**src/hw/rtl/ogn_pkg.sv**
```systemverilog
// ogn_pkg: shared constants, permutation ROM and helpers for the octave noise block.
// No dependencies.
package ogn_pkg;

    localparam int MAX_OCTAVES_DEF = 8;
    localparam int FRAC_BITS_DEF   = 16;
    localparam int PROD_FRAC       = 24;

    typedef logic [1:0] shsel_t;
    localparam shsel_t SH_FRAC = 2'd0;
    localparam shsel_t SH_AMP  = 2'd1;
    localparam shsel_t SH_NONE = 2'd2;

    localparam logic [7:0] PERM_ROM [256] = '{
        8'd114, 8'd52, 8'd69, 8'd183, 8'd141, 8'd89, 8'd178, 8'd162,
        8'd112, 8'd133, 8'd214, 8'd26, 8'd77, 8'd72, 8'd224, 8'd55,
        8'd88, 8'd142, 8'd98, 8'd240, 8'd44, 8'd109, 8'd94, 8'd194,
        8'd30, 8'd118, 8'd22, 8'd150, 8'd110, 8'd132, 8'd242, 8'd107,
        8'd99, 8'd209, 8'd250, 8'd61, 8'd181, 8'd123, 8'd199, 8'd16,
        8'd197, 8'd170, 8'd62, 8'd137, 8'd58, 8'd128, 8'd145, 8'd87,
        8'd54, 8'd19, 8'd182, 8'd103, 8'd130, 8'd190, 8'd91, 8'd203,
        8'd212, 8'd241, 8'd217, 8'd180, 8'd237, 8'd189, 8'd81, 8'd7,
        8'd78, 8'd251, 8'd223, 8'd84, 8'd201, 8'd232, 8'd14, 8'd100,
        8'd74, 8'd144, 8'd167, 8'd119, 8'd249, 8'd158, 8'd231, 8'd230,
        8'd244, 8'd111, 8'd243, 8'd57, 8'd45, 8'd115, 8'd172, 8'd198,
        8'd161, 8'd126, 8'd131, 8'd42, 8'd166, 8'd80, 8'd134, 8'd90,
        8'd253, 8'd50, 8'd233, 8'd31, 8'd63, 8'd192, 8'd67, 8'd6,
        8'd156, 8'd220, 8'd179, 8'd12, 8'd28, 8'd160, 8'd76, 8'd23,
        8'd108, 8'd85, 8'd206, 8'd73, 8'd228, 8'd138, 8'd236, 8'd8,
        8'd153, 8'd38, 8'd34, 8'd202, 8'd196, 8'd39, 8'd48, 8'd226,
        8'd174, 8'd247, 8'd185, 8'd17, 8'd120, 8'd255, 8'd176, 8'd117,
        8'd49, 8'd210, 8'd1, 8'd122, 8'd218, 8'd106, 8'd124, 8'd175,
        8'd147, 8'd35, 8'd25, 8'd200, 8'd59, 8'd252, 8'd18, 8'd92,
        8'd66, 8'd47, 8'd60, 8'd154, 8'd152, 8'd3, 8'd159, 8'd246,
        8'd27, 8'd136, 8'd102, 8'd245, 8'd21, 8'd0, 8'd125, 8'd184,
        8'd171, 8'd157, 8'd13, 8'd82, 8'd116, 8'd51, 8'd188, 8'd143,
        8'd163, 8'd177, 8'd36, 8'd216, 8'd235, 8'd221, 8'd208, 8'd148,
        8'd64, 8'd5, 8'd222, 8'd97, 8'd186, 8'd139, 8'd146, 8'd33,
        8'd9, 8'd254, 8'd229, 8'd113, 8'd155, 8'd93, 8'd140, 8'd149,
        8'd173, 8'd104, 8'd86, 8'd127, 8'd68, 8'd234, 8'd95, 8'd151,
        8'd211, 8'd53, 8'd135, 8'd165, 8'd191, 8'd24, 8'd46, 8'd207,
        8'd227, 8'd2, 8'd238, 8'd187, 8'd219, 8'd96, 8'd11, 8'd65,
        8'd79, 8'd248, 8'd213, 8'd195, 8'd121, 8'd41, 8'd32, 8'd215,
        8'd105, 8'd20, 8'd129, 8'd239, 8'd164, 8'd168, 8'd10, 8'd43,
        8'd56, 8'd15, 8'd40, 8'd75, 8'd37, 8'd169, 8'd70, 8'd4,
        8'd205, 8'd225, 8'd29, 8'd204, 8'd101, 8'd83, 8'd71, 8'd193
    };

    // 2^8 = 1 mod 255: fold bytes, then one correction
    function automatic logic [7:0] mod255(input logic [39:0] v);
        logic [10:0] s;
        logic [8:0]  t;
        s = 11'(v[7:0]) + 11'(v[15:8]) + 11'(v[23:16]) + 11'(v[31:24]) + 11'(v[39:32]);
        t = 9'(s[10:8]) + 9'(s[7:0]);
        if (t >= 9'd255)
        begin
            t = t - 9'd255;
        end
        return t[7:0];
    endfunction

endpackage

```
**src/hw/rtl/ogn_mul.sv**
```systemverilog
// ogn_mul: shared signed multiplier with registered, selectable arithmetic shift.
// Depends on ogn_pkg.
module ogn_mul #(
    parameter int W    = 22,
    parameter int FRAC = 16
) (
    input  logic                  clk,
    input  logic signed [W-1:0]   a,
    input  logic signed [W-1:0]   b,
    input  ogn_pkg::shsel_t       sh,
    output logic signed [2*W-1:0] p
);
    import ogn_pkg::*;

    logic signed [2*W-1:0] prod;
    logic signed [2*W-1:0] p_next;
    logic signed [2*W-1:0] p_reg;

    assign prod = a * b;

    always_comb
    begin
        case (sh)
            SH_FRAC: p_next = prod >>> FRAC;
            SH_AMP:  p_next = prod >>> 16;
            default: p_next = prod;
        endcase
    end

    always_ff @(posedge clk)
    begin
        p_reg <= p_next;
    end

    assign p = p_reg;
endmodule

```
**src/hw/rtl/ogn_div.sv**
```systemverilog
// ogn_div: restoring divider, one quotient bit per cycle, unsigned operands.
// No dependencies.
module ogn_div #(
    parameter int NW = 40,
    parameter int DW = 21
) (
    input  logic          clk,
    input  logic          rst_n,
    input  logic          start,
    input  logic [NW-1:0] num,
    input  logic [DW-1:0] den,
    output logic          done,
    output logic [NW-1:0] quo
);
    localparam int CW = $clog2(NW + 1);

    logic [DW:0]   rem_reg;
    logic [NW-1:0] num_reg;
    logic [NW-1:0] quo_reg;
    logic [DW-1:0] den_reg;
    logic [CW-1:0] cnt_reg;
    logic          run_reg;
    logic          done_reg;
    logic [DW:0]   trial;
    logic          fits;

    assign trial = {rem_reg[DW-1:0], num_reg[NW-1]};
    assign fits  = trial >= {1'b0, den_reg};

    always_ff @(posedge clk or negedge rst_n)
    begin
        if (!rst_n)
        begin
            run_reg  <= 1'b0;
            done_reg <= 1'b0;
            cnt_reg  <= '0;
        end
        else
        begin
            done_reg <= 1'b0;
            if (start)
            begin
                run_reg <= 1'b1;
                cnt_reg <= '0;
            end
            else if (run_reg)
            begin
                cnt_reg <= cnt_reg + 1'b1;
                if (cnt_reg == CW'(NW - 1))
                begin
                    run_reg  <= 1'b0;
                    done_reg <= 1'b1;
                end
            end
        end
    end

    always_ff @(posedge clk)
    begin
        if (start)
        begin
            rem_reg <= '0;
            num_reg <= num;
            den_reg <= den;
        end
        else if (run_reg)
        begin
            rem_reg <= fits ? (trial - {1'b0, den_reg}) : trial;
            num_reg <= {num_reg[NW-2:0], 1'b0};
            quo_reg <= {quo_reg[NW-2:0], fits};
        end
    end

    assign done = done_reg;
    assign quo  = quo_reg;
endmodule

```
**src/hw/rtl/octave_gradient_noise_2d.sv**
```systemverilog
// octave_gradient_noise_2d: fractal 2-D gradient noise, sequenced over one shared
// multiplier and a serial divider. Depends on ogn_pkg, ogn_mul, ogn_div.
//
// Usage:
//   Input: drive coord_x/coord_y (unsigned Q16.16) and pulse start while busy is
//   low; the item is taken at that edge and busy rises.
//   Output: done is high for exactly one cycle with noise_value (signed Q2.16).
//   The receiver cannot stall; the value is only guaranteed during done.
//   Config: cfg_we/cfg_index/cfg_data, write only while busy is low.
//   Index 0 octave_count, 1 persistence, 2 base_frequency; others ignored.
// Sequence:
//   the coordinates are scaled, then each octave runs in turn on the shared
//   multiplier, then the TW-bit weighted total (TW = FRAC_BITS + 20 +
//   clog2(MAX_OCTAVES+1), 40 at defaults) goes through the serial divider and
//   the result is registered. The next item may start in the cycle done is high.
// Reset: asynchronous, registers return to 4 / 32768 / 256, block idle.
module octave_gradient_noise_2d #(
    parameter int MAX_OCTAVES = ogn_pkg::MAX_OCTAVES_DEF,
    parameter int FRAC_BITS   = ogn_pkg::FRAC_BITS_DEF
) (
    input  logic               clk,
    input  logic               rst_n,
    input  logic               start,
    output logic               busy,
    input  logic [31:0]        coord_x,
    input  logic [31:0]        coord_y,
    output logic               done,
    output logic signed [18:0] noise_value,
    input  logic               cfg_we,
    input  logic [1:0]         cfg_index,
    input  logic [15:0]        cfg_data
);
    import ogn_pkg::*;

    localparam int MW  = (FRAC_BITS + 6 > 18) ? FRAC_BITS + 6 : 18;
    localparam int PW  = 2 * MW;
    localparam int OCW = $clog2(MAX_OCTAVES + 1);
    localparam int OIW = (MAX_OCTAVES > 1) ? $clog2(MAX_OCTAVES) : 1;
    localparam int SW  = 48 + MAX_OCTAVES - 1;
    localparam int TW  = FRAC_BITS + 20 + OCW;
    localparam int ASW = 17 + OCW;
    localparam int RW  = TW + 17;
    localparam int SH_DN = (FRAC_BITS >= 16) ? FRAC_BITS - 16 : 0;
    localparam int SH_UP = (FRAC_BITS < 16) ? 16 - FRAC_BITS : 0;

    localparam logic signed [MW-1:0] ONE = MW'(1) << FRAC_BITS;
    localparam logic signed [MW-1:0] K6  = MW'(6) << FRAC_BITS;
    localparam logic signed [MW-1:0] K15 = MW'(15) << FRAC_BITS;
    localparam logic signed [MW-1:0] K10 = MW'(10) << FRAC_BITS;
    localparam logic signed [RW-1:0] OUT_MAX = RW'(131072);

    localparam logic [1:0] CFG_OCT  = 2'd0;
    localparam logic [1:0] CFG_PERS = 2'd1;
    localparam logic [1:0] CFG_FREQ = 2'd2;

    localparam logic [4:0] ST_IDLE  = 5'd0;
    localparam logic [4:0] ST_SCX   = 5'd1;
    localparam logic [4:0] ST_SCY   = 5'd2;
    localparam logic [4:0] ST_MODX  = 5'd3;
    localparam logic [4:0] ST_MODY  = 5'd4;
    localparam logic [4:0] ST_H1    = 5'd5;
    localparam logic [4:0] ST_H2    = 5'd6;
    localparam logic [4:0] ST_FX1   = 5'd7;
    localparam logic [4:0] ST_FX2   = 5'd8;
    localparam logic [4:0] ST_FX3   = 5'd9;
    localparam logic [4:0] ST_FX4   = 5'd10;
    localparam logic [4:0] ST_FX5   = 5'd11;
    localparam logic [4:0] ST_FY1   = 5'd12;
    localparam logic [4:0] ST_FY2   = 5'd13;
    localparam logic [4:0] ST_FY3   = 5'd14;
    localparam logic [4:0] ST_FY4   = 5'd15;
    localparam logic [4:0] ST_FY5   = 5'd16;
    localparam logic [4:0] ST_L1    = 5'd17;
    localparam logic [4:0] ST_L2    = 5'd18;
    localparam logic [4:0] ST_L3    = 5'd19;
    localparam logic [4:0] ST_L4    = 5'd20;
    localparam logic [4:0] ST_W     = 5'd21;
    localparam logic [4:0] ST_A     = 5'd22;
    localparam logic [4:0] ST_NEXT  = 5'd23;
    localparam logic [4:0] ST_DIV   = 5'd24;
    localparam logic [4:0] ST_DWAIT = 5'd25;

    logic [4:0]  state_reg, state_next;
    logic [3:0]  oct_cnt_reg;
    logic [15:0] pers_reg;
    logic [15:0] bfreq_reg;

    logic [31:0] cx_reg, cy_reg;
    logic [SW-1:0] sx_reg, sy_reg;
    logic [7:0]  xi_reg, yi_reg, r0_reg, r1_reg;
    logic [FRAC_BITS-1:0] fx_reg, fy_reg;
    logic [3:0]  gbit_reg;
    logic signed [MW-1:0] tmp_reg, u_reg, v_reg, x1_reg, x2_reg;
    logic [16:0] amp_reg;
    logic [ASW-1:0] amp_sum_reg;
    logic signed [TW-1:0] total_reg;
    logic [OIW-1:0] oct_reg, last_reg;
    logic        done_reg;
    logic signed [18:0] noise_reg;

    logic [4:0]  ncl;
    logic [47:0] sc_prod;
    logic [SW-1:0] mod_src;
    logic [7:0]  mod_out;
    logic [7:0]  yi1;
    logic signed [MW-1:0] fxs, fxm, fys, fym, g00, g01, g10, g11, tsel, pq;
    logic signed [MW-1:0] mul_a, mul_b;
    shsel_t      mul_sh;
    logic signed [PW-1:0] mul_p;
    logic        tot_neg;
    logic [TW-1:0] tot_mag;
    logic        div_start, div_done;
    logic [TW-1:0] div_quo;
    logic signed [TW:0] qs;
    logic signed [RW-1:0] rs, rsat;

    assign ncl = (oct_cnt_reg == 4'd0) ? 5'd1 :
                 ({1'b0, oct_cnt_reg} > 5'(MAX_OCTAVES)) ? 5'(MAX_OCTAVES) :
                 {1'b0, oct_cnt_reg};

    assign sc_prod = ((state_reg == ST_SCX) ? cx_reg : cy_reg) * bfreq_reg;
    assign mod_src = (state_reg == ST_MODX) ? sx_reg : sy_reg;
    assign mod_out = mod255(40'(mod_src[SW-1:PROD_FRAC]));
    assign yi1     = yi_reg + 8'd1;

    assign fxs = MW'(fx_reg);
    assign fys = MW'(fy_reg);
    assign fxm = fxs - ONE;
    assign fym = fys - ONE;
    assign g00 = gbit_reg[0] ? (fys - fxs) : (fxs + fys);
    assign g01 = gbit_reg[1] ? (fys - fxm) : (fxm + fys);
    assign g10 = gbit_reg[2] ? (fym - fxs) : (fxs + fym);
    assign g11 = gbit_reg[3] ? (fym - fxm) : (fxm + fym);

    assign pq   = mul_p[MW-1:0];
    assign tsel = (state_reg >= ST_FY1) ? fys : fxs;

    always_comb
    begin
        mul_a  = tsel;
        mul_b  = tsel;
        mul_sh = SH_FRAC;
        case (state_reg)
            ST_FX1, ST_FY1: mul_b = K6;
            ST_FX2, ST_FY2: mul_b = pq - K15;
            ST_FX4, ST_FY4: mul_a = pq;
            ST_FX5, ST_FY5:
            begin
                mul_a = pq;
                mul_b = tmp_reg;
            end
            ST_L1:
            begin
                mul_a = u_reg;
                mul_b = g01 - g00;
            end
            ST_L2:
            begin
                mul_a = u_reg;
                mul_b = g11 - g10;
            end
            ST_L4:
            begin
                mul_a = v_reg;
                mul_b = x2_reg - x1_reg;
            end
            ST_W:
            begin
                mul_a  = x1_reg + pq;
                mul_b  = MW'(amp_reg);
                mul_sh = SH_NONE;
            end
            ST_A:
            begin
                mul_a  = MW'(amp_reg);
                mul_b  = MW'(pers_reg);
                mul_sh = SH_AMP;
            end
            default: ;
        endcase
    end

    ogn_mul #(.W(MW), .FRAC(FRAC_BITS)) u_mul (
        .clk (clk),
        .a   (mul_a),
        .b   (mul_b),
        .sh  (mul_sh),
        .p   (mul_p)
    );

    assign tot_neg   = total_reg[TW-1];
    assign tot_mag   = tot_neg ? TW'(-total_reg) : TW'(total_reg);
    assign div_start = (state_reg == ST_DIV);

    ogn_div #(.NW(TW), .DW(ASW)) u_div (
        .clk   (clk),
        .rst_n (rst_n),
        .start (div_start),
        .num   (tot_mag),
        .den   (amp_sum_reg),
        .done  (div_done),
        .quo   (div_quo)
    );

    always_comb
    begin
        qs = $signed({1'b0, div_quo});
        if (tot_neg)
        begin
            qs = -qs;
        end
        if (FRAC_BITS >= 16)
        begin
            rs = RW'(qs) >>> SH_DN;
        end
        else
        begin
            rs = RW'(qs) <<< SH_UP;
        end
        if (rs > OUT_MAX)
        begin
            rsat = OUT_MAX;
        end
        else if (rs < -OUT_MAX)
        begin
            rsat = -OUT_MAX;
        end
        else
        begin
            rsat = rs;
        end
    end

    always_comb
    begin
        state_next = state_reg;
        case (state_reg)
            ST_IDLE:
            begin
                if (start)
                begin
                    state_next = ST_SCX;
                end
            end
            ST_NEXT:  state_next = (oct_reg == last_reg) ? ST_DIV : ST_MODX;
            ST_DWAIT: state_next = div_done ? ST_IDLE : ST_DWAIT;
            ST_DIV:   state_next = ST_DWAIT;
            default:  state_next = state_reg + 5'd1;
        endcase
    end

    always_ff @(posedge clk or negedge rst_n)
    begin
        if (!rst_n)
        begin
            state_reg   <= ST_IDLE;
            done_reg    <= 1'b0;
            oct_cnt_reg <= 4'd4;
            pers_reg    <= 16'd32768;
            bfreq_reg   <= 16'd256;
            oct_reg     <= '0;
            last_reg    <= '0;
        end
        else
        begin
            state_reg <= state_next;
            done_reg  <= (state_reg == ST_DWAIT) && div_done;
            if (cfg_we)
            begin
                case (cfg_index)
                    CFG_OCT:  oct_cnt_reg <= cfg_data[3:0];
                    CFG_PERS: pers_reg    <= cfg_data;
                    CFG_FREQ: bfreq_reg   <= cfg_data;
                    default:  ;
                endcase
            end
            if (state_reg == ST_IDLE && start)
            begin
                oct_reg  <= '0;
                last_reg <= OIW'(ncl - 5'd1);
            end
            else if (state_reg == ST_NEXT)
            begin
                oct_reg <= oct_reg + 1'b1;
            end
        end
    end

    always_ff @(posedge clk)
    begin
        case (state_reg)
            ST_IDLE:
            begin
                cx_reg      <= coord_x;
                cy_reg      <= coord_y;
                total_reg   <= '0;
                amp_sum_reg <= '0;
                amp_reg     <= 17'd65536;
            end
            ST_SCX:  sx_reg <= SW'(sc_prod);
            ST_SCY:  sy_reg <= SW'(sc_prod);
            ST_MODX:
            begin
                xi_reg <= mod_out;
                fx_reg <= sx_reg[PROD_FRAC-1 -: FRAC_BITS];
            end
            ST_MODY:
            begin
                yi_reg <= mod_out;
                fy_reg <= sy_reg[PROD_FRAC-1 -: FRAC_BITS];
            end
            ST_H1:
            begin
                r0_reg <= PERM_ROM[xi_reg];
                r1_reg <= PERM_ROM[xi_reg + 8'd1];
            end
            ST_H2:
            begin
                gbit_reg[0] <= PERM_ROM[r0_reg + yi_reg][0];
                gbit_reg[1] <= PERM_ROM[r0_reg + yi1][0];
                gbit_reg[2] <= PERM_ROM[r1_reg + yi_reg][0];
                gbit_reg[3] <= PERM_ROM[r1_reg + yi1][0];
            end
            ST_FX3, ST_FY3: tmp_reg <= pq + K10;
            ST_FY1: u_reg  <= pq;
            ST_L1:  v_reg  <= pq;
            ST_L2:  x1_reg <= g00 + pq;
            ST_L3:  x2_reg <= g10 + pq;
            ST_A:
            begin
                total_reg   <= total_reg + TW'(mul_p);
                amp_sum_reg <= amp_sum_reg + ASW'(amp_reg);
            end
            ST_NEXT:
            begin
                amp_reg <= mul_p[16:0];
                sx_reg  <= {sx_reg[SW-2:0], 1'b0};
                sy_reg  <= {sy_reg[SW-2:0], 1'b0};
            end
            ST_DWAIT: noise_reg <= 19'(rsat);
            default: ;
        endcase
    end

    assign busy        = (state_reg != ST_IDLE);
    assign done        = done_reg;
    assign noise_value = noise_reg;
endmodule

```
**config.mk**
```make
export PLATFORM = sky130hd
export DESIGN_NAME = octave_gradient_noise_2d
export DESIGN_NICKNAME = d
export VERILOG_FILES = /design/src/hw/rtl/ogn_pkg.sv /design/src/hw/rtl/ogn_mul.sv /design/src/hw/rtl/ogn_div.sv /design/src/hw/rtl/octave_gradient_noise_2d.sv
export SDC_FILE = /design/constraint.sdc
export NUM_CORES = 2
export LEC_CHECK = 0
export ABC_AREA = 1
export BUFFER_PORTS_ARGS = -buffer_cell sky130_fd_sc_hd__buf_2
export CORE_MARGIN = 4
export CORE_UTILIZATION = 55
export CTS_BUF_LIST = sky130_fd_sc_hd__clkbuf_16
export CTS_CLUSTER_DIAMETER = 150
export DETAILED_ROUTE_END_ITERATION = 10
export HOLD_SLACK_MARGIN = 0.02
export PLACE_DENSITY = 0.73
export SLEW_MARGIN = 20
export SYNTH_ARGS = -nofsm -noshare
export SYNTH_HDL_FRONTEND = slang
export SYNTH_SLANG_ARGS = --single-unit
```
**constraint.sdc**
```tcl
create_clock -name clk -period 28.6 [get_ports clk]
set_input_delay 2.86 -clock clk [delete_from_list [all_inputs] [get_ports clk]]
set_output_delay 2.86 -clock clk [all_outputs]
set_load 0.02 [all_outputs]
```
==> flow_summary.toml <==
[routing]
drtPass1Iterations = 9
wl_per_cell_um = 23.0
antenna_left = 0
drc_errors = 0
dr.first_iter.drc_count = 7829
vias = 75200
routed_wl_um = 291000
drt-vias-per-instance = 5.95

[cts]
ctsHoldBuffers = 0
cts_buffer_depth = 3
post_cts_buffers = 0
tritoncts = "built"
insertion_delay_ps = 740
cts.sinks = 667
htreeDepth = 3
cts-resized-gates = 0
cts.clk_slew.worst_paths_ps = 60
cts_buffers = 79
cts_root_buf = "clkbuf_16"

[timing]
fin_crit_ps = 11530
max_freq_ghz = 0.0867
setup_tns_ps = 0
finClkSkew_ps = 67.4
rsz0062_at_grt = "false"
fin_crit_sh = 0.403
setup_viol = 0
slew_violations = 0
relSlewSlack = 0.237
hold_violations = 0
worstMarginPinSlew_ps = 1140

[critical_path]
worstPathArrival_ps = 12190
crit_path_end_kind = "register"
cp_slowest_cell = "o21ai_0"
path_max_fanout = 12
crit_type = "register to register"
worst_path_largest_cell_delay_ps = 720
crit_path_frequent_cell = "fa_1"
critPathLaunchType = "register"
cp.required_ps = 29250

[synth]
synth.most_common_cell = "nand2_1"
ys_ff_latch = 667
synth_cells = 10600
async_flop_share = 0.0840
syn_area_per_cell_um2 = 7.97
synth-edff-count = 550
yosys_warnings = 0
yosys-top-cells-count = "nand2_1 (2,166), inv_1 (1,830), fa_1 (954), nor2_1 (897), o21ai_0 (744)"
syn_area_um2 = 84500
synth.top_cell.area_share = 0.226
synth_cell_types = 82
yosys-top-cells-area = "fa_1 (23%), edfxtp_1 (20%), nand2_1 (9.6%)"
synth-main-ff-cell = "edfxtp_1"
synth_top_area_cell = "fa_1"
ys_seq_area_frac = 0.227

[grt]
antenna_found_initial = 9
grt_usage = 0.362
grt_pass1_wl_um = 443000
grt_pass1_vias = 75200
grt_overflow = 0
grt_max_degree = 77

[outcome]
outcome = "completed"

[floorplanning]
ioPinCount = 107
die_y_um = 400
die_w_um = 400
rows = 143
die-area_um2 = 160000
start_util = 0.555
fp.coreArea_um2 = 152000

[placement]
dp_hpwl_um = 230000
port_buffers = 106
gp_congestion = 1.02

[final_layout]
drive_gt1_frac = 0.0626
area_growth_pct = 6.20
final_nets = 12200
num-fill-cells = 13900
finish.utilization = 0.589

[run]
drv_cap = 0

[hold_path]
worst_hold_path_type = "register to register"
==> layer usage <==
| layer | vias up | wire, um | GRT usage |
|---|---|---|---|
| met2 | 3856 | 131000 | 0.571 |
| met1 | 36400 | 114000 | 0.474 |
| met3 | 831 | 28100 | 0.0783 |
| met5 | - | 69 | 0 |
| met4 | 4 | 17200 | 0.178 |
| li1 | 34200 | - | - |
==> kinds of logic (layout without fill, tap and decap cells) <==
family | count (synthesis) | count (layout) | synth area share
buf+inv | 2266 | 2272 | 0.104
simple gates | 3902 | 3902 | 0.193
mux | 5 | 5 | 0.000607
flops | 667 | 667 | 0.227
compound gates | 1947 | 1947 | 0.134
other cells | 1 | 4 | 0.0000444
fa+ha+maj | 1549 | 1549 | 0.314
xor+xnor | 269 | 269 | 0.0279
==> critical path: cells and delay by family, from the launching register on <==
family / cells / cell delay [ps]
buf+inv: 7 / 1070
fa+ha+maj: 11 / 5020
flops: 1 / 420
xor+xnor: 2 / 390
simple gates: 9 / 1800
compound gates: 7 / 2750
==> area by class of cell <==
class                   instances  area (um2)  area share
clock inverters                63         572     0.00637
multi-input cells            7674       56800       0.633
flip-flops and latches        667       19100       0.213
inverters                    1882        7070      0.0788
clock buffers                  83        2080      0.0231
well taps                    2030        2540      0.0283
diodes                          2        5.00   0.0000558
repair buffers                244        1570      0.0175
==> cell usage in the layout, fill, tap and decap left out, drive strengths merged, types with 13 or more instances in the layout <==
cell type / synthesis / final
inv: 1867 / 1897
o22ai: 19 / 19
a21oi: 659 / 659
nand3b: 24 / 24
nor3: 88 / 88
a221oi: 42 / 42
nor2: 919 / 919
clkbuf: 255 / 83
a211oi: 13 / 13
a32o: 13 / 13
clkinv: 15 / 41
o2111ai: 32 / 32
o21ai: 764 / 764
o21bai: 15 / 15
buf: 129 / 244
o221ai: 34 / 34
or2: 67 / 67
nand2: 2239 / 2239
xnor2: 97 / 97
o211ai: 79 / 79
o311ai: 27 / 27
edfxtp: 550 / 550
ha: 595 / 595
fa: 954 / 954
dfxtp: 61 / 61
nor4: 23 / 23
xor2: 172 / 172
nand3: 444 / 444
o31ai: 26 / 26
nand4: 82 / 82
a31oi: 74 / 74
a22oi: 24 / 24
a21o: 26 / 26
o21a: 44 / 44
dfrtp: 53 / 53
==> stage by stage <==
stage,hold slack [ps],instance area (um2),std cells,worst slack [ps]
2_1_floorplan,426,84500,10600,19030
5_1_grt,454,89700,12600,16540
6_report,451,89700,12600,17070
3_5_place_dp,440,87100,12500,17290
3_3_place_gp,436,87100,12500,17480
4_1_cts,450,89700,12600,17280
==> final timing paths <==
kind / startpoint / end / slack [ps] / depth (start not counted)
max reg2reg: fx_reg[0] / u_mul.p[38] / 17070 / 36
max in group asynchronous: rst_n / bfreq_reg[11] / 25530 / 2
min reg2reg: u_div.quo[27] / u_div.quo[28] / 450 / 0
max: fx_reg[0] / u_mul.p[38] / 17070 / 36
min in group asynchronous: rst_n / u_div.cnt_reg[1] / 2360 / 2
min: u_div.quo[27] / u_div.quo[28] / 450 / 0
Power is not shown: default switching activity piles up to over one toggle a cycle in this logic, so the estimate is an artifact.
